## src/tbsm_pkg.sv

```systemverilog
// Package of the three-band stereo meter: widths, register indexes, sequencer
// states and the divider status type. Depends on nothing.
`default_nettype none

package tbsm_pkg;

  localparam int MAX_BLOCK_FRAMES_DEF = 4096;
  localparam int SAMPLE_BITS = 16;
  localparam int SAMPLE_SHIFT = 24 - SAMPLE_BITS;

  localparam int OPW = 25;
  localparam int PRODW = 2 * OPW;
  localparam int NUMW = 49;

  localparam logic [3:0] REG_LOW_BAND_COEF = 4'd0;
  localparam logic [3:0] REG_HIGH_SPLIT_COEF = 4'd1;
  localparam logic [3:0] REG_OVERALL_ATTACK = 4'd2;
  localparam logic [3:0] REG_OVERALL_DECAY = 4'd3;
  localparam logic [3:0] REG_BAND_ATTACK = 4'd4;
  localparam logic [3:0] REG_BAND_DECAY = 4'd5;
  localparam logic [3:0] REG_SPATIAL_WEIGHT = 4'd6;
  localparam logic [3:0] REG_SILENCE_THRESHOLD = 4'd7;

  typedef enum logic [3:0] {
    ST_IDLE,
    ST_FILT_MUL,
    ST_FILT_WB,
    ST_EN_MUL,
    ST_EN_WB,
    ST_PEAK,
    ST_BL_M0,
    ST_BL_M1,
    ST_BL_WB,
    ST_SP_CHK,
    ST_DIV_GO,
    ST_DIV_WAIT,
    ST_OUT
  } state_t;

  typedef struct packed {
    logic done;
    logic signed [15:0] quot;
  } div_status_t;

endpackage

`default_nettype wire

```

## src/tbsm_mul.sv

```systemverilog
// Shared signed multiplier of the meter, with a registered product.
// Uses tbsm_pkg for the operand width.
`default_nettype none

module tbsm_mul (
  input  logic                               clk,
  input  logic signed [tbsm_pkg::OPW-1:0]    a,
  input  logic signed [tbsm_pkg::OPW-1:0]    b,
  output logic signed [tbsm_pkg::PRODW-1:0]  p
);

  always_ff @(posedge clk) begin
    p <= a * b;
  end

endmodule

`default_nettype wire

```

## config.mk

```make
export PLATFORM = sky130hd
export DESIGN_NAME = tbsm_mul
export DESIGN_NICKNAME = d
export VERILOG_FILES = /design/src/tbsm_pkg.sv /design/src/tbsm_mul.sv
export SDC_FILE = /design/constraint.sdc
export NUM_CORES = 2
export LEC_CHECK = 0
export BUFFER_PORTS_ARGS = -buffer_cell sky130_fd_sc_hd__buf_2
export CAP_MARGIN = 20
export CORE_AREA = 2 2 223 225
export CTS_CLUSTER_DIAMETER = 80
export DETAILED_ROUTE_END_ITERATION = 10
export DIE_AREA = 0 0 225 227
export MAX_ROUTING_LAYER = met4
export PLACE_DENSITY = 0.66
export SLEW_MARGIN = 40
export SYNTH_ARGS = -nofsm -noshare
export SYNTH_HDL_FRONTEND = slang
export SYNTH_SLANG_ARGS = --single-unit
```

## constraint.sdc

```tcl
create_clock -name clk -period 8.65 [get_ports clk]
set_clock_uncertainty 0.1 [all_clocks]
set_input_delay 0.865 -clock clk [delete_from_list [all_inputs] [get_ports clk]]
set_output_delay 0.865 -clock clk [all_outputs]
set_load 0.005 [all_outputs]
```

-- Word-level counts from Yosys, hierarchy flattened
Cells that the tools add are included.
- multipliers: 1
- operators with widths (kind ; number):
    multiplier 25 x 25 -> 50 bit ; 1
- bits of input ports: 51
- flip-flop bits (word level): 50
- word-level logic and storage cells: 2
- output and inout bits: 50

-- Logic depth before layout (Yosys ltp)
- depth in word-level cells: 1
- mapped depth: 26
- depth with buffers taken out: 25

-- Worst setup path before layout
No wires, ideal clock.
- path kind: in2reg
- start point: input a[24] (netlist bit)
- end point: register p[47] (netlist bit)
- stages on the path: 24
- setup time: 121 ps
- arrival: 7363 ps
- path slack: 1066 ps
- buffers on the path: 2
- data required time: 8429 ps
- cell sequence: clkbuf_1 nand2_1 inv_1 fa_1 inv_1 fa_1 inv_1 fa_1 fa_1 fa_1 fa_1 inv_1 fa_1 inv_1 ha_1 clkbuf_1 a21o_1 a21o_1 a21oi_1 o21bai_1 a2bb2oi_1 o41ai_2 o41a_1 xor2_1
- longest elaborated chain between the ends: 1
- ends and longest elaborated chain (item ; RTL line ; RTL):
    start: declaration ; tbsm_mul.sv:7 ; input logic signed [tbsm_pkg::OPW-1:0] a,
    multiplier 25 x 25 -> 50 bit ; tbsm_mul.sv:13 ; p <= a * b;
    end signal: assignment ; tbsm_mul.sv:13 ;
    end: declaration ; tbsm_mul.sv:9 ; output logic signed [tbsm_pkg::PRODW-1:0] p
Every way passes these cells.

-- Final worst setup path
- start point: input b[1] (netlist bit)
- end point: register p[47] (netlist bit)
- longest elaborated chain between the ends: 1
- ends and longest elaborated chain (item ; RTL line ; RTL):
    start: declaration ; tbsm_mul.sv:8 ; input logic signed [tbsm_pkg::OPW-1:0] b,
    multiplier 25 x 25 -> 50 bit ; tbsm_mul.sv:13 ;
Every way passes these cells.

==> metrics.csv <==
stage;metric;value;unit
timing;post-route worst setup slack;0.759;ns
cells_and_area;share of cells above drive strength 1;0.0541;
routing;DR vias;16800;
worst_setup_path;Worst path max stage delay;0.86;ns
timing;clock period minus worst slack;7.89;ns
timing;Final Cycle Share;0.912;
global_route;vias in the first global route;18500;
timing;final setup fails;0;
global_route;largest net degree at the start of global routing;27;
die;Die ar.;51100;um2
worst_setup_path;CP top delay family;adder cells;
worst_setup_path;crit path cell chain;buf_2, nand2_1, inv_1, fa_1, inv_1, fa_1, buf_4, inv_1, fa_1, fa_1, fa_1, fa_1, inv_1, fa_1, inv_1, ha_1, a21o_1, a21o_1, a21oi_1, o21bai_1, a2bb2oi_1, o41ai_2, o41a_1, xor2_1;
yosys;cell with the most instances after synthesis;inv_1;
worst_setup_path;Worst setup EP type;flop;
timing;final hold viol count;0;
routing;DRC;0;
global_route;total track usage;0.271;
placed_design;RD Place Congestion;0.907;
worst_setup_path;worst path bufs/invs;7;
cts;post_cts resized;0;
die;num rows;81;
yosys;top post-synthesis cells by area;fa_1, inv_1, and2_1;
timing;RSZ-0062 raised after global routing;false;
cells_and_area;Largest Register;p;
placed_design;DP HPWL;51500;um
die;Die H;227;um
cells_and_area;Syn-to-layout area delta;5.12;%
routing;final wirelength;62900;um
yosys;fraction of registers with async set/reset;0;
yosys;Post-synth EDFFs;0;
yosys;synthesized flop and latch total;50;
yosys;Unique masters post-synth;48;
worst_setup_path;CP dominant cell by count;fa_1;
placed_design;worst slack at placement;0.422;ns
die;die width;225;um
yosys;leading area contributor after synthesis;fa_1;
global_route;first-pass GRT wire length;101000;um
yosys;Yosys warning total;0;
yosys;Top FF cell, synth;dfxtp_1;
worst_setup_path;worst setup path category;in2reg;
timing;setup TNS;0;ns
timing;Peak Freq;127;MHz
placed_design;# port buffers;100;
timing;max-slew violation count;0;
timing;Min Hold Slack;0.986;ns
yosys;register area share after synthesis;0.0417;
yosys;Synth top area share;0.548;
die;core area;48500;um2
cells_and_area;Largest regs;p: 50 flops;
cts;clk slew on worst S/H paths;0.09;ns
outcome;run status;completed;
routing;DRT antenna net count;0;
cts;CTS Hold Buffers Added;0;
yosys;post-synthesis cell area;24000;um2
run;Max-Cap Viols;0;
worst_setup_path;CP Launch Type;input port;
cts;H-tree depth;2;
min_path;worst hold path type;in2reg;
routing;DR pass1 iterations;7;
yosys;synthesized area per cell;9.38;um2
timing;Rel. slew slack;0.486;
worst_setup_path;worst path required time;8.78;ns
cells_and_area;FF+latch area;1000;um2
routing;wire per inst;19.5;um
cells_and_area;fin nets;3438;
cts;Clock Sinks;50;
cts;CTS buffer count;5;
worst_setup_path;worst path arrival time;8.02;ns
global_route;initial antenna violation count;7;
timing;Tightest Pin Transition;0.771;ns
cts;post-CTS setup buffer count;0;
worst_setup_path;Crit-path slowest cell;fa_1;
cts;root buffer cell;clkbuf_16;
yosys;Synth top cells by count;inv_1, fa_1, and2_1;
die;Starting Density;0.495;
yosys;Synth Instances;2562;
cts;Longest Clk Path Bufs;2;
global_route;remaining global-route overflow;0;
routing;DRT iter0 DRCs;933;
cells_and_area;multi-input logic area;20000;um2
worst_setup_path;Max FO, Critical Path;25;
cts;CTS tree;done;
cells_and_area;number of fill cells;4482;
die;IO Count;101;
cells_and_area;Largest register FFs;50;
yosys;Synthesized Nets;3412;
routing;DR vias/cell;5.23;
[stage by stage]
step | std cells | instance area [um2] | utilization
2_1_floorplan | 2562 | 24000 | -
3_3_place_gp | 3203 | 25100 | 0.517
3_5_place_dp | 3203 | 25100 | 0.517
4_1_cts | 3211 | 25200 | 0.520
5_1_grt | 3217 | 25300 | 0.520
6_report | 3217 | 25300 | 0.520
[routing by layer]
metal | wire length (um) | global-route usage | up-vias
li1 | - | - | 7326
met1 | 24600 | 0.337 | 8783
met2 | 31400 | 0.445 | 575
met3 | 4500 | 0.0510 | 130
met4 | 2370 | 0.100 | 0
met5 | 0 | - | -
[layout by cell type (no fill, tap or decap), types with 6 or more instances in the layout]
master	n
nand4_1	8
nand2b_1	11
o21ai_0	19
xor2_1	19
and2_1	320
diode_2	6
o21bai_1	7
buf_4	23
a21o_1	22
nor2_1	30
xnor2_1	39
inv_1	699
buf_2	100
dfxtp_1	50
ha_1	141
nor3_1	6
a21oi_1	43
nand3_1	6
fa_1	658
o21ai_1	7
nor2b_1	21
nand2_1	308
[logic make-up (layout without fill, tap and decap cells)]
family          count (synthesis)  after routing  share of synthesized area
compound gates                137            137                     0.0394
xor+xnor                       58             58                     0.0211
fa+ha+maj                     799            799                      0.622
buf+inv                       803            830                      0.125
flops                          50             50                     0.0417
mux                             1              1                   0.000469
other cells                     0              6                          0
simple gates                  714            714                      0.150
[final timing paths]
check / start / end / slack (ns) / depth (start not counted)
max: b[1] / p[47] / 0.76 / 24
min: b[0] / p[0] / 0.99 / 2
[cell type report]
| cell class | instances | area share |
|---|---|---|
| Clock buffer | 5 | 0.00495 |
| Tap cell | 622 | 0.0308 |
| Antenna cell | 6 | 0.000595 |
| Sequential cell | 50 | 0.0396 |
| Clock inverter | 3 | 0.00114 |
| Timing Repair Buffer | 123 | 0.0267 |
| Multi-Input combinational cell | 1709 | 0.792 |
| Inverter | 699 | 0.104 |
Power is not shown: default switching activity piles up to over one toggle a cycle in this logic, so the estimate is an artifact.
