===== src/tbsm_pkg.sv =====
// Package of the three-band stereo meter: widths, register indexes, sequencer
// states and the divider status type. Depends on nothing.
`default_nettype none

package tbsm_pkg;

  localparam int MAX_BLOCK_FRAMES_DEF = 4096;
  localparam int SAMPLE_BITS = 16;
  localparam int SAMPLE_SHIFT = 24 - SAMPLE_BITS;

  localparam int OPW = 25;
  localparam int PRODW = 2 * OPW;
  localparam int NUMW = 49;

  localparam logic [3:0] REG_LOW_BAND_COEF = 4'd0;
  localparam logic [3:0] REG_HIGH_SPLIT_COEF = 4'd1;
  localparam logic [3:0] REG_OVERALL_ATTACK = 4'd2;
  localparam logic [3:0] REG_OVERALL_DECAY = 4'd3;
  localparam logic [3:0] REG_BAND_ATTACK = 4'd4;
  localparam logic [3:0] REG_BAND_DECAY = 4'd5;
  localparam logic [3:0] REG_SPATIAL_WEIGHT = 4'd6;
  localparam logic [3:0] REG_SILENCE_THRESHOLD = 4'd7;

  typedef enum logic [3:0] {
    ST_IDLE,
    ST_FILT_MUL,
    ST_FILT_WB,
    ST_EN_MUL,
    ST_EN_WB,
    ST_PEAK,
    ST_BL_M0,
    ST_BL_M1,
    ST_BL_WB,
    ST_SP_CHK,
    ST_DIV_GO,
    ST_DIV_WAIT,
    ST_OUT
  } state_t;

  typedef struct packed {
    logic done;
    logic signed [15:0] quot;
  } div_status_t;

endpackage

`default_nettype wire


===== src/tbsm_div.sv =====
// Restoring divider that gives a signed Q1.15 ratio one bit per cycle.
// Uses tbsm_pkg for widths and the status struct.
`default_nettype none

module tbsm_div (
  input  logic                              clk,
  input  logic                              rst,
  input  logic                              start,
  input  logic signed [tbsm_pkg::NUMW-1:0]  num,
  input  logic [tbsm_pkg::NUMW-1:0]         den,
  output tbsm_pkg::div_status_t             status
);

  logic                         busy;
  logic                         done;
  logic [3:0]                   cnt;
  logic [tbsm_pkg::NUMW-1:0]    rem;
  logic [tbsm_pkg::NUMW-1:0]    den_r;
  logic [14:0]                  acc;
  logic                         neg;
  logic signed [15:0]           quot;

  logic [tbsm_pkg::NUMW-1:0]    mag;
  logic [tbsm_pkg::NUMW:0]      rem_sh;
  logic                         take;
  logic [14:0]                  acc_next;

  assign mag = num[tbsm_pkg::NUMW-1] ? tbsm_pkg::NUMW'(-num) : tbsm_pkg::NUMW'(num);
  assign rem_sh = {rem, 1'b0};
  assign take = rem_sh >= {1'b0, den_r};
  assign acc_next = {acc[13:0], take};

  always_ff @(posedge clk) begin
    if (rst) begin
      busy <= 1'b0;
      done <= 1'b0;
    end else begin
      done <= 1'b0;
      if (start) begin
        neg <= num[tbsm_pkg::NUMW-1];
        den_r <= den;
        if (mag >= den) begin
          // Magnitude of one or more saturates at the signed limit.
          quot <= num[tbsm_pkg::NUMW-1] ? -16'sd32768 : 16'sd32767;
          done <= 1'b1;
        end else begin
          rem <= mag;
          acc <= '0;
          cnt <= 4'd15;
          busy <= 1'b1;
        end
      end else if (busy) begin
        rem <= take ? tbsm_pkg::NUMW'(rem_sh - {1'b0, den_r}) : tbsm_pkg::NUMW'(rem_sh);
        acc <= acc_next;
        cnt <= cnt - 4'd1;
        if (cnt == 4'd1) begin
          busy <= 1'b0;
          done <= 1'b1;
          quot <= neg ? -$signed({1'b0, acc_next}) : $signed({1'b0, acc_next});
        end
      end
    end
  end

  assign status.done = done;
  assign status.quot = quot;

endmodule

`default_nettype wire


===== config.mk =====
export PLATFORM = sky130hd
export DESIGN_NAME = tbsm_div
export DESIGN_NICKNAME = d
export VERILOG_FILES = /design/src/tbsm_pkg.sv /design/src/tbsm_div.sv
export SDC_FILE = /design/constraint.sdc
export NUM_CORES = 1
export LEC_CHECK = 0
export BUFFER_PORTS_ARGS = -buffer_cell sky130_fd_sc_hd__buf_2
export CORE_MARGIN = 4
export CORE_UTILIZATION = 41
export CTS_CLUSTER_SIZE = 14
export DETAILED_ROUTE_END_ITERATION = 8
export GPL_TIMING_DRIVEN = 0
export HOLD_SLACK_MARGIN = 0.08
export SLEW_MARGIN = 10
export SYNTH_ARGS = -nofsm -noshare
export SYNTH_HDL_FRONTEND = slang
export SYNTH_SLANG_ARGS = --single-unit

===== constraint.sdc =====
create_clock -name clk -period 8.25 [get_ports clk]
set_clock_uncertainty 0.15 [all_clocks]
set_input_delay 0.4125 -clock clk [delete_from_list [all_inputs] [get_ports clk]]
set_output_delay 0.4125 -clock clk [all_outputs]
set_load 0.03 [all_outputs]

; ---- Yosys cells after proc, flatten, opt, wreduce, memory -nomap -nowiden
; Index checks and enable logic that the tools add are counted.
[word_totals]
output_inout_bits = 17
reg_bits = 135
inputBits = 101
[classes]
magnitude_cmp = 2
n_addsub = 4
bitwise = 1
mux = 25
reduce_logical = 5
eq_ne = 3
[op_table]
columns = operator, n
row1 = two-way mux 49 bit, 5
row2 = two-way mux 16 bit, 6
row3 = greater-or-equal comparator 50 x 49 -> 1 bit, 1
row4 = greater-or-equal comparator 49 bit, 1
row5 = negation 49 bit, 1
row6 = subtractor 49 bit, 1
row7 = two-way mux 14 bit, 3
row8 = negation 15 -> 16 bit, 1
row9 = two-way mux 4 bit, 3
row10 = two-way mux 1 bit, 8
row11 = == test 4 x 1 -> 1 bit (second input constant), 1
row12 = AND reduction 4 bit, 1
row13 = nonzero test 2 bit, 2
row14 = subtractor 4 x 1 -> 4 bit (second input constant), 1
row15 = AND reduction 3 bit, 1
row16 = inequality test 2 x 1 -> 1 bit (second input constant), 1
row17 = inequality test 2 bit (second input constant), 1
row18 = AND reduction 2 bit, 1
row19 = inverter 1 bit, 1

; ---- Logic depth before layout (Yosys ltp)
; Gate-level depths: netlist (run 1).
[logic_depth]
depth_word = 6
ltp_mapped = 21

; ---- Worst setup path after synthesis (run 1)
; Ideal clock, no wire load.
[synth_path]
path_type = input to register
start = input num[5] in the netlist's numbering
end = register acc[0], enable pin
path_buffers = 1
t_required_ps = 7021
arrival_time_ps = 6472
path_stages = 20
path_slack_ps = 549
cell_sequence = or4_4 -> nor2_2 -> nand4_1 -> or4_1 -> buf_2 -> or3_4 -> nor3_2 -> nand2_2 -> o21ai_0 -> xnor2_1 -> ha_1 -> nand4_1 -> nor3_1 -> nand4_1 -> or4_1 -> a211oi_1 -> a211o_1 -> a221oi_1 -> nand2_1 -> o21ai_0
[synth_via]
elab_chain_len = 5
[synth_lines]
columns = element, line
row1 = "start, declared", tbsm_div.sv:9  ; input logic signed [tbsm_pkg::NUMW-1:0] num,
row2 = negation 49 bit, tbsm_div.sv:28  ; assign mag = num[tbsm_pkg::NUMW-1] ? tbsm_pkg::NUMW'(-num) : tbsm_pkg::NUMW'(num);
row3 = two-way mux 49 bit (*), tbsm_div.sv:28
row4 = greater-or-equal comparator 49 bit (*), tbsm_div.sv:42  ; if (mag >= den) begin
row5 = inequality test 2 bit (no source line) (*), n/a
row6 = AND reduction 3 bit (no source line) (*), n/a
row7 = "end signal, assigned", tbsm_div.sv:54  ; acc <= acc_next;
row8 = "end, declared", tbsm_div.sv:19  ; logic [14:0] acc;
; Every way passes the cells marked *; elsewhere a longest branch is shown, timed or not.
; A chain may end at the register's enable or synchronous reset.

; ---- Final worst setup path (run 1)
[layout_path]
start = input num[5] in the netlist's numbering
end = register rem[14] in the netlist's numbering, enable pin
[layout_via]
elab_chain_len = 5
[layout_lines]
columns = element, line
row1 = negation 49 bit, tbsm_div.sv:28
row2 = two-way mux 49 bit (*), tbsm_div.sv:28
row3 = greater-or-equal comparator 49 bit (*), tbsm_div.sv:42
row4 = inequality test 2 bit (no source line) (*), n/a
row5 = AND reduction 3 bit (no source line) (*), n/a
row6 = "end signal, assigned", tbsm_div.sv:47  ; rem <= mag;
row7 = "end signal, assigned", tbsm_div.sv:53  ; rem <= take ? tbsm_pkg::NUMW'(rem_sh - {1'b0, den_r}) : tbsm_pkg::NUMW'(rem_sh);
row8 = "end, declared", tbsm_div.sv:17  ; logic [tbsm_pkg::NUMW-1:0] rem;
; Marks and branches as above.

==> metrics.log, run 1 <==
INFO  metric non_filler_instance_count_after_layout = 1763
INFO  metric num_rows = 59
INFO  metric dr.pass1.iters = 6
INFO  metric cts_tree = done
INFO  metric timing.final.crit_period = 7.42 ns
INFO  metric worstHoldPathType = in2reg
INFO  metric die_height = 172 um
INFO  metric clock_network_fraction_of_design_power = 32.0%
INFO  metric die_width = 172 um
INFO  metric synthDominantCellAreaShare = 36.3%
INFO  metric post_cts_hold_buffer_count = 50
INFO  metric finalHoldWorstSlack = 0.149 ns
INFO  metric synth.top_cells.by_count = sky130_fd_sc_hd__edfxtp_1, sky130_fd_sc_hd__a21oi_1, sky130_fd_sc_hd__inv_1, sky130_fd_sc_hd__ha_1, sky130_fd_sc_hd__nor2_1
INFO  metric pwr_density_cell = 188 nW/um^2
INFO  metric ctsLongestPathBuffers = 2
INFO  metric asyncSetResetFlopFracSynth = 0%
INFO  metric max_slew_margin = 23.2%
INFO  metric power.sequential.fraction = 34.4%
INFO  metric ctsResizeCount = 0
INFO  metric grt_max_degree = 23
INFO  metric n_fill_cell = 2501
INFO  metric worst_slew_pin_slew = 1.15 ns
INFO  metric cts_num_sinks = 135
INFO  metric place_inst = 1681
INFO  metric most_numerous_cell_in_the_yosys_netlist = sky130_fd_sc_hd__edfxtp_1
INFO  metric synth.top_cells.by_area = sky130_fd_sc_hd__edfxtp_1, sky130_fd_sc_hd__ha_1, sky130_fd_sc_hd__a21oi_1
INFO  metric cts_setup_buffers = 0
INFO  metric clk_latency_worst_skew_pair = 0.43 ns
INFO  metric rr_worst_depth = 15
INFO  metric cap_violations = 0
INFO  metric synth_enable_flop_cells = 133
INFO  metric hpwl = 26.2 mm
INFO  metric routed_wire_length_per_instance = 19.3 um
INFO  metric drive_gt1_share = 12.4%
INFO  metric switchingPower = 0.916 mW
INFO  metric power.combinational.fraction = 33.6%
INFO  metric worstPathRequired = 8.28 ns
INFO  metric die_area = 29500 um^2
INFO  metric fin_nets = 1619
INFO  metric avgViaCountPerCell = 5.65
INFO  metric post-route-period-util = 90.0%
INFO  metric port_buffers = 117
INFO  metric synth.distinct_cells = 69
INFO  metric leakage = 5.59 nW
INFO  metric ys_seq_area_share = 36.6%
INFO  metric final_hold_viol_count = 0
INFO  metric worst-setup-path-type = in2reg
INFO  metric initial_antenna_violation_count = 0
INFO  metric antenna_cells_inserted = 0
INFO  metric first_iter_violations = 737
INFO  metric globalRoute.totalOverflow = 0
INFO  metric post_synthesis_register_bit_count = 135
INFO  metric design_area = 13300 um^2
INFO  metric grt_pass1_wl = 52.9 mm
INFO  metric swShare = 36.7%
INFO  metric ctsRootBufferMaster = sky130_fd_sc_hd__clkbuf_16
INFO  metric drtAntennaViolNets = 0
INFO  metric pre_cts_ws = 0.450 ns
INFO  metric routed-via-count = 9956
INFO  metric timing.hold.worst_path_depth = 2
INFO  metric rsz0062_at_grt = no
INFO  metric clkSlewWorstSetupHoldPaths = 0.07 ns
INFO  metric drc = 0
INFO  metric area_growth = 20.6%
INFO  metric synthesis.area_per_instance = 8.99 um^2
INFO  metric internal_power = 1.58 mW
INFO  metric worst_setup_path_start_kind = input port
INFO  metric largest_driver_fanout_on_the_critical_path = 22
INFO  metric synth_largest_area_cell = sky130_fd_sc_hd__edfxtp_1
INFO  metric ys.warnings.count = 0
INFO  metric dominantRegCellSynth = sky130_fd_sc_hd__edfxtp_1
INFO  metric htree_num_levels = 4
INFO  metric place_area = 12200 um^2
INFO  metric post_synth_inst_count = 1224
INFO  metric io_pins = 118
INFO  metric timing.final.max_slew_violations = 0
INFO  metric max_clock_freq = 135 MHz
INFO  metric grtUsageTotal = 23.0%
INFO  metric run_status = finished, final reports clean
INFO  metric fin_ws = 0.827 ns
INFO  metric route.final.wire_length = 34.0 mm
INFO  metric synth.net_count = 1428
INFO  metric numCtsBuffers = 17
INFO  metric synth_area = 11000 um^2
INFO  metric core = 26200 um^2
INFO  metric first_global_vias = 9694
INFO  metric setup-violations-final = 0
INFO  metric floorplan.initialDensity = 42.0%
INFO  metric routabilityCongestion = 0.937
INFO  metric endpoint_class_of_the_critical_path = flop
INFO  metric timing.critical_path.arrival = 7.46 ns
INFO  metric power.ir.vdd_worst = 0.161 mV
INFO  metric fin_util = 50.7%
## through the flow
stage / setup TNS (ns) / power, mW
final: 0 / 2.49
after global routing: 0 / 2.63
after CTS: 0 / 2.50
after detailed placement: 0 / 1.68
after global placement: -227.63 / 1.67
after floorplan: 0 / 1.44
## layout by cell type, fill, tap and decap left out, drive strengths merged, types with 24 or more instances in the layout
cell type / netlist / final
buf: 4 / 126
xor2: 30 / 30
clkbuf: 46 / 63
dlygate4sd3: 0 / 50
nor2: 98 / 98
inv: 118 / 128
a21oi: 128 / 128
nor3: 26 / 26
edfxtp: 133 / 133
nor2b: 24 / 24
o31ai: 27 / 27
nand2: 80 / 80
ha: 102 / 102
xnor2: 67 / 67
o21ai: 66 / 66
a21o: 43 / 43
## state kept, by name, indices dropped and copies added (netlist names)
| register | count |
|---|---|
| acc | 14 |
| busy | 1 |
| cnt | 4 |
| den_r | 49 |
| done | 1 |
| neg | 1 |
| quot | 16 |
| rem | 49 |
## worst max-delay path: stages
cell                       delay, ns
sky130_fd_sc_hd__buf_2          0.12
sky130_fd_sc_hd__or4_4          0.55
sky130_fd_sc_hd__nor4_1         0.71
sky130_fd_sc_hd__nand4_1        0.52
sky130_fd_sc_hd__nand2b_1       0.50
sky130_fd_sc_hd__nor2_1         0.19
sky130_fd_sc_hd__nand2_1        0.19
sky130_fd_sc_hd__o41ai_1        0.36
sky130_fd_sc_hd__xnor2_1        0.16
sky130_fd_sc_hd__ha_1           0.33
sky130_fd_sc_hd__nand4_1        0.19
sky130_fd_sc_hd__nor3_1         0.53
sky130_fd_sc_hd__nand4_1        0.27
sky130_fd_sc_hd__or4_1          0.65
sky130_fd_sc_hd__a211oi_1       0.42
sky130_fd_sc_hd__a211o_1        0.28
sky130_fd_sc_hd__a221oi_1       0.17
sky130_fd_sc_hd__nand2_1        0.17
sky130_fd_sc_hd__o21ai_4        0.13
sky130_fd_sc_hd__buf_12         0.22
sky130_fd_sc_hd__buf_16         0.18
sky130_fd_sc_hd__buf_16         0.18
## power groups by stage
stage	clock network [mW]	logic (mW)	registers, mW
2_1_floorplan	0	0.566	0.876
3_3_place_gp	0	0.785	0.882
3_5_place_dp	0	0.806	0.873
4_1_cts	0.809	0.831	0.858
5_1_grt	0.838	0.933	0.864
6_report	0.798	0.837	0.858
## cell families after synthesis
kind of cell,after synthesis,synth area share (%)
compound gates,389,22.8
simple gates,323,14.5
buf+inv,169,5.82
flops,135,36.6
fa+ha+maj,103,11.8
xor+xnor,97,7.72
mux,8,0.727
## worst paths after layout
path,endpoint,slack [ns],from
worst max-delay path,rem[14],0.83,num[5]
worst min-delay path,done,0.15,rst
worst max register to register,quot[10],2.76,rem[1]
worst min register to register,busy,0.44,busy
## final cells by class
class,count,area [um^2],share of cell area (%)
clock inverters,15,176,1.33
multi-input cells,920,6370,48.0
plain buffers,50,194,1.46
well taps,335,419,3.16
clock buffers,17,425,3.20
repair buffers,172,1220,9.16
flip-flops and latches,135,4030,30.4
inverters,119,447,3.36
## per-layer routing
| layer | vias up | global-route usage [%] | part of all wire, % |
|---|---|---|---|
| li1 | 4867 | - | - |
| met5 | - | 0 | 0 |
| met3 | 39 | 3.43 | 6.3 |
| met1 | 4721 | 31.5 | 45 |
| met4 | 0 | 5.50 | 2.1 |
| met2 | 329 | 38.7 | 47 |
Note: power is estimated with default switching activity, not from simulation.
==> run 2: changes to the inputs <==
--- a/config.mk
+++ b/config.mk
@@ -9,4 +9,5 @@
 export CORE_MARGIN = 4
 export CORE_UTILIZATION = 41
+export CTS_BUF_LIST = sky130_fd_sc_hd__clkbuf_16
 export CTS_CLUSTER_SIZE = 14
 export DETAILED_ROUTE_END_ITERATION = 8
==> constraint.sdc (replaced) <==
create_clock -name clk -period 8.25 [get_ports clk]
set_clock_uncertainty 0.15 [all_clocks]
set_input_delay 1.2375 -clock clk [delete_from_list [all_inputs] [get_ports clk]]
set_output_delay 1.2375 -clock clk [all_outputs]
set_load 0.03 [all_outputs]
==> run 2 against run 1 <==
  * Clock power grew 3.6%
  * Wire length shrank 2.7%
  * Maximum frequency shrank 5.6%
  * Via count shrank 2.8%
  * Hold slack gained 0.31 ns
  * Critical endpoint is now rem[21]
  * First-iteration DRC count grew 3.5%
==> metrics.log, run 2 (synthesis results as in run 1) <==
INFO  metric grt_pass1_wl = 50.7 mm (-4.1%)
INFO  metric setup-violations-final = 0 (unchanged)
INFO  metric worst_setup_path_start_kind = input port
INFO  metric max_slew_margin = 21.8% (-1.4 points)
INFO  metric max_clock_freq = 127 MHz (-5.6%)
INFO  metric reg_top3 = den_r: 49 flops, rem: 49 flops, quot: 16 flops
INFO  metric timing.critical_path.arrival = 7.89 ns (+0.43 ns)
INFO  metric pwr_density_cell = 195 nW/um^2 (+4.0%)
INFO  metric clkSlewWorstSetupHoldPaths = 0.08 ns (about the same)
INFO  metric grt_max_degree = 26 (+13%)
INFO  metric cts_setup_buffers = 0 (unchanged)
INFO  metric floorplan.initialDensity = 42.0% (unchanged)
INFO  metric core = 26200 um^2 (unchanged)
INFO  metric crit_path_max_incr_delay = 0.64 ns (-0.07 ns)
INFO  metric antenna_cells_inserted = 0 (unchanged)
INFO  metric numCtsBuffers = 17 (unchanged)
INFO  metric final_hold_viol_count = 0 (unchanged)
INFO  metric timing.critical_path.buf_inv = 4 (unchanged)
INFO  metric first_global_vias = 9302 (-4.0%)
INFO  metric num_rows = 59 (unchanged)
INFO  metric htree_num_levels = 4 (unchanged)
INFO  metric port_buffers = 117 (unchanged)
INFO  metric routabilityCongestion = 0.930 (-0.80%)
INFO  metric leakage = 5.39 nW (-3.5%)
INFO  metric clk_latency_worst_skew_pair = 0.43 ns (about the same)
INFO  metric globalRoute.totalOverflow = 0 (unchanged)
INFO  metric critical_path.top_delay_family = simple AND/OR/NAND/NOR gates
INFO  metric route.final.wire_length = 33.1 mm (-2.7%)
INFO  metric critical_path.cell_chain = buf_2 > or4_4 > nor4_2 > nand4_1 > nand2b_1 > nor2_1 > nand2_1 > o41ai_1 > xnor2_1 > ha_1 > nand4_1 > nor3_1 > nand4_1 > or4_1 > a211oi_1 > a211o_1 > a221oi_1 > nand2_1 > o21ai_4 > buf_16 > buf_12 > buf_16
INFO  metric post-route-period-util = 95.3% (+5.4 points)
INFO  metric clock_network_fraction_of_design_power = 33.1% (+1.1 points)
INFO  metric worstPathRequired = 8.28 ns (about the same)
INFO  metric dr.pass1.iters = 5 (-1)
INFO  metric swShare = 35.4% (-1.3 points)
INFO  metric report.power.total = 2.50 mW (+0.32%)
INFO  metric routed_wire_length_per_instance = 19.3 um (about the same)
INFO  metric cts_num_sinks = 135 (unchanged)
INFO  metric area_growth = 16.3%
INFO  metric cap_violations = 0 (unchanged)
INFO  metric timing.final.max_slew_violations = 0 (unchanged)
INFO  metric fin_nets = 1570 (-3.0%)
INFO  metric worstSetupStartpoint = num[5]
INFO  metric ff_latch_area = 4030 um^2 (unchanged)
INFO  metric switchingPower = 0.886 mW (-3.3%)
INFO  metric endpoint_class_of_the_critical_path = flop
INFO  metric drive_gt1_share = 13.0% (+0.59 points)
INFO  metric ctsLongestPathBuffers = 2 (unchanged)
INFO  metric cp_slowest_cell = sky130_fd_sc_hd__or4_1
INFO  metric initial_antenna_violation_count = 0 (unchanged)
INFO  metric final_cell_mix = sky130_fd_sc_hd__edfxtp_1, sky130_fd_sc_hd__a21oi_1, sky130_fd_sc_hd__buf_2
INFO  metric die_width = 172 um (unchanged)
INFO  metric io_pins = 118 (unchanged)
INFO  metric ctsRootBufferMaster = sky130_fd_sc_hd__clkbuf_16
INFO  metric multi_input_comb_area = 6360 um^2 (about the same)
INFO  metric hpwl = 25.9 mm (-1.2%)
INFO  metric drtAntennaViolNets = 0 (unchanged)
INFO  metric avgViaCountPerCell = 5.65 (about the same)
INFO  metric first_iter_violations = 763 (+3.5%)
INFO  metric layout.cells.most_common = sky130_fd_sc_hd__edfxtp_1
INFO  metric power.combinational.fraction = 32.6% (-1.0 points)
INFO  metric post_cts_hold_buffer_count = 0 (-100%)
INFO  metric n_fill_cell = 2511 (+0.40%)
INFO  metric worst_slew_pin_slew = 1.17 ns (+0.0209 ns)
INFO  metric die_height = 172 um (unchanged)
INFO  metric routed-via-count = 9682 (-2.8%)
INFO  metric hold_path_startpoint = acc[13]
INFO  metric run_status = finished, final reports clean
INFO  metric critical_path.most_common_cell = sky130_fd_sc_hd__nand4_1
INFO  metric internal_power = 1.62 mW (+2.4%)
INFO  metric worstHoldPathType = reg2reg
INFO  metric cts_tree = done
INFO  metric power.ir.vdd_worst = 0.129 mV (-20%)
INFO  metric die_area = 29500 um^2 (unchanged)
INFO  metric timing.final.crit_period = 7.87 ns (+0.443 ns)
INFO  metric drc = 0 (unchanged)
INFO  metric rsz0062_at_grt = no
INFO  metric largest_driver_fanout_on_the_critical_path = 22 (unchanged)
INFO  metric worst-setup-path-type = in2reg
INFO  metric final.setup.tns = 0 ns (unchanged)
INFO  metric critical_path.reg2reg.startpoint = rem[1]
INFO  metric grtUsageTotal = 22.1% (-0.88 points)
INFO  metric power.sequential.fraction = 34.3% (about the same)
run 2: final cells by class:
class,instances,area share [%]
plain buffers,50,1.51
clock buffers,17,3.32
clock inverters,15,1.60
inverters,119,3.49
multi-input cells,920,49.7
flip-flops and latches,135,31.5
well taps,335,3.27
repair buffers,123,5.59
run 2: per-stage QoR:
step,area (um^2),cells,utilization [%],worst slack (ns),hold slack (ns)
finish,12800,1714,48.9,0.384,0.459
global route,12800,1714,48.9,0.111,0.484
CTS,12800,1714,48.8,0.0379,0.461
detailed placement,12200,1682,46.4,-0.389,0.440
global placement,12000,1676,45.8,-2.76,0.359
floorplan,11000,1224,-,0.191,0.339
run 2: worst register-to-register path, stage by stage, from the launching register on:
cell                        delay (ns)
sky130_fd_sc_hd__edfxtp_1         0.41
sky130_fd_sc_hd__ha_1             0.36
sky130_fd_sc_hd__nor2b_1          0.18
sky130_fd_sc_hd__o31a_1           0.26
sky130_fd_sc_hd__o2111a_1         0.27
sky130_fd_sc_hd__o21a_1           0.26
sky130_fd_sc_hd__o2111ai_1        0.28
sky130_fd_sc_hd__nand3_1          0.23
sky130_fd_sc_hd__a31oi_1          0.60
sky130_fd_sc_hd__clkbuf_1         0.49
sky130_fd_sc_hd__clkbuf_1         0.60
sky130_fd_sc_hd__ha_1             0.33
sky130_fd_sc_hd__nand2_1          0.15
sky130_fd_sc_hd__o31ai_1          0.31
sky130_fd_sc_hd__xor2_1           0.16
sky130_fd_sc_hd__a21boi_0         0.10
run 2: worst paths after layout:
| path | to | slack (ns) | cells past startpoint |
|---|---|---|---|
| setup / recovery | rem[21] | 0.38 | 22 |
| hold / removal | quot[15] | 0.46 | 2 |
| setup reg to reg | quot[12] | 2.86 | 15 |
| hold reg to reg | quot[15] | 0.46 | 2 |
run 2: metal layers:
layer / GRT usage (%) / up-vias / routed length [um]
met3: 2.79 / 39 / 2040
met4: 6.56 / 0 / 794
li1: - / 4773 / -
met5: 0 / - / 0
met1: 31.1 / 4544 / 15000
met2: 36.0 / 326 / 15200
run 2: what timing repair did:
action | in CTS | in global routing
hold endpoints to repair | 0 | 0
setup endpoints to repair | 0 | 56
gates resized for setup | 0 | 1
run 2: power groups by stage:
| stage | clock, mW | combinational (mW) | sequential (mW) |
|---|---|---|---|
| after floorplan | 0 | 0.566 | 0.873 |
| after global placement | 0 | 0.783 | 0.879 |
| after detailed placement | 0 | 0.802 | 0.873 |
| after CTS | 0.837 | 0.809 | 0.858 |
| after global routing | 0.867 | 0.907 | 0.864 |
| final | 0.827 | 0.816 | 0.858 |
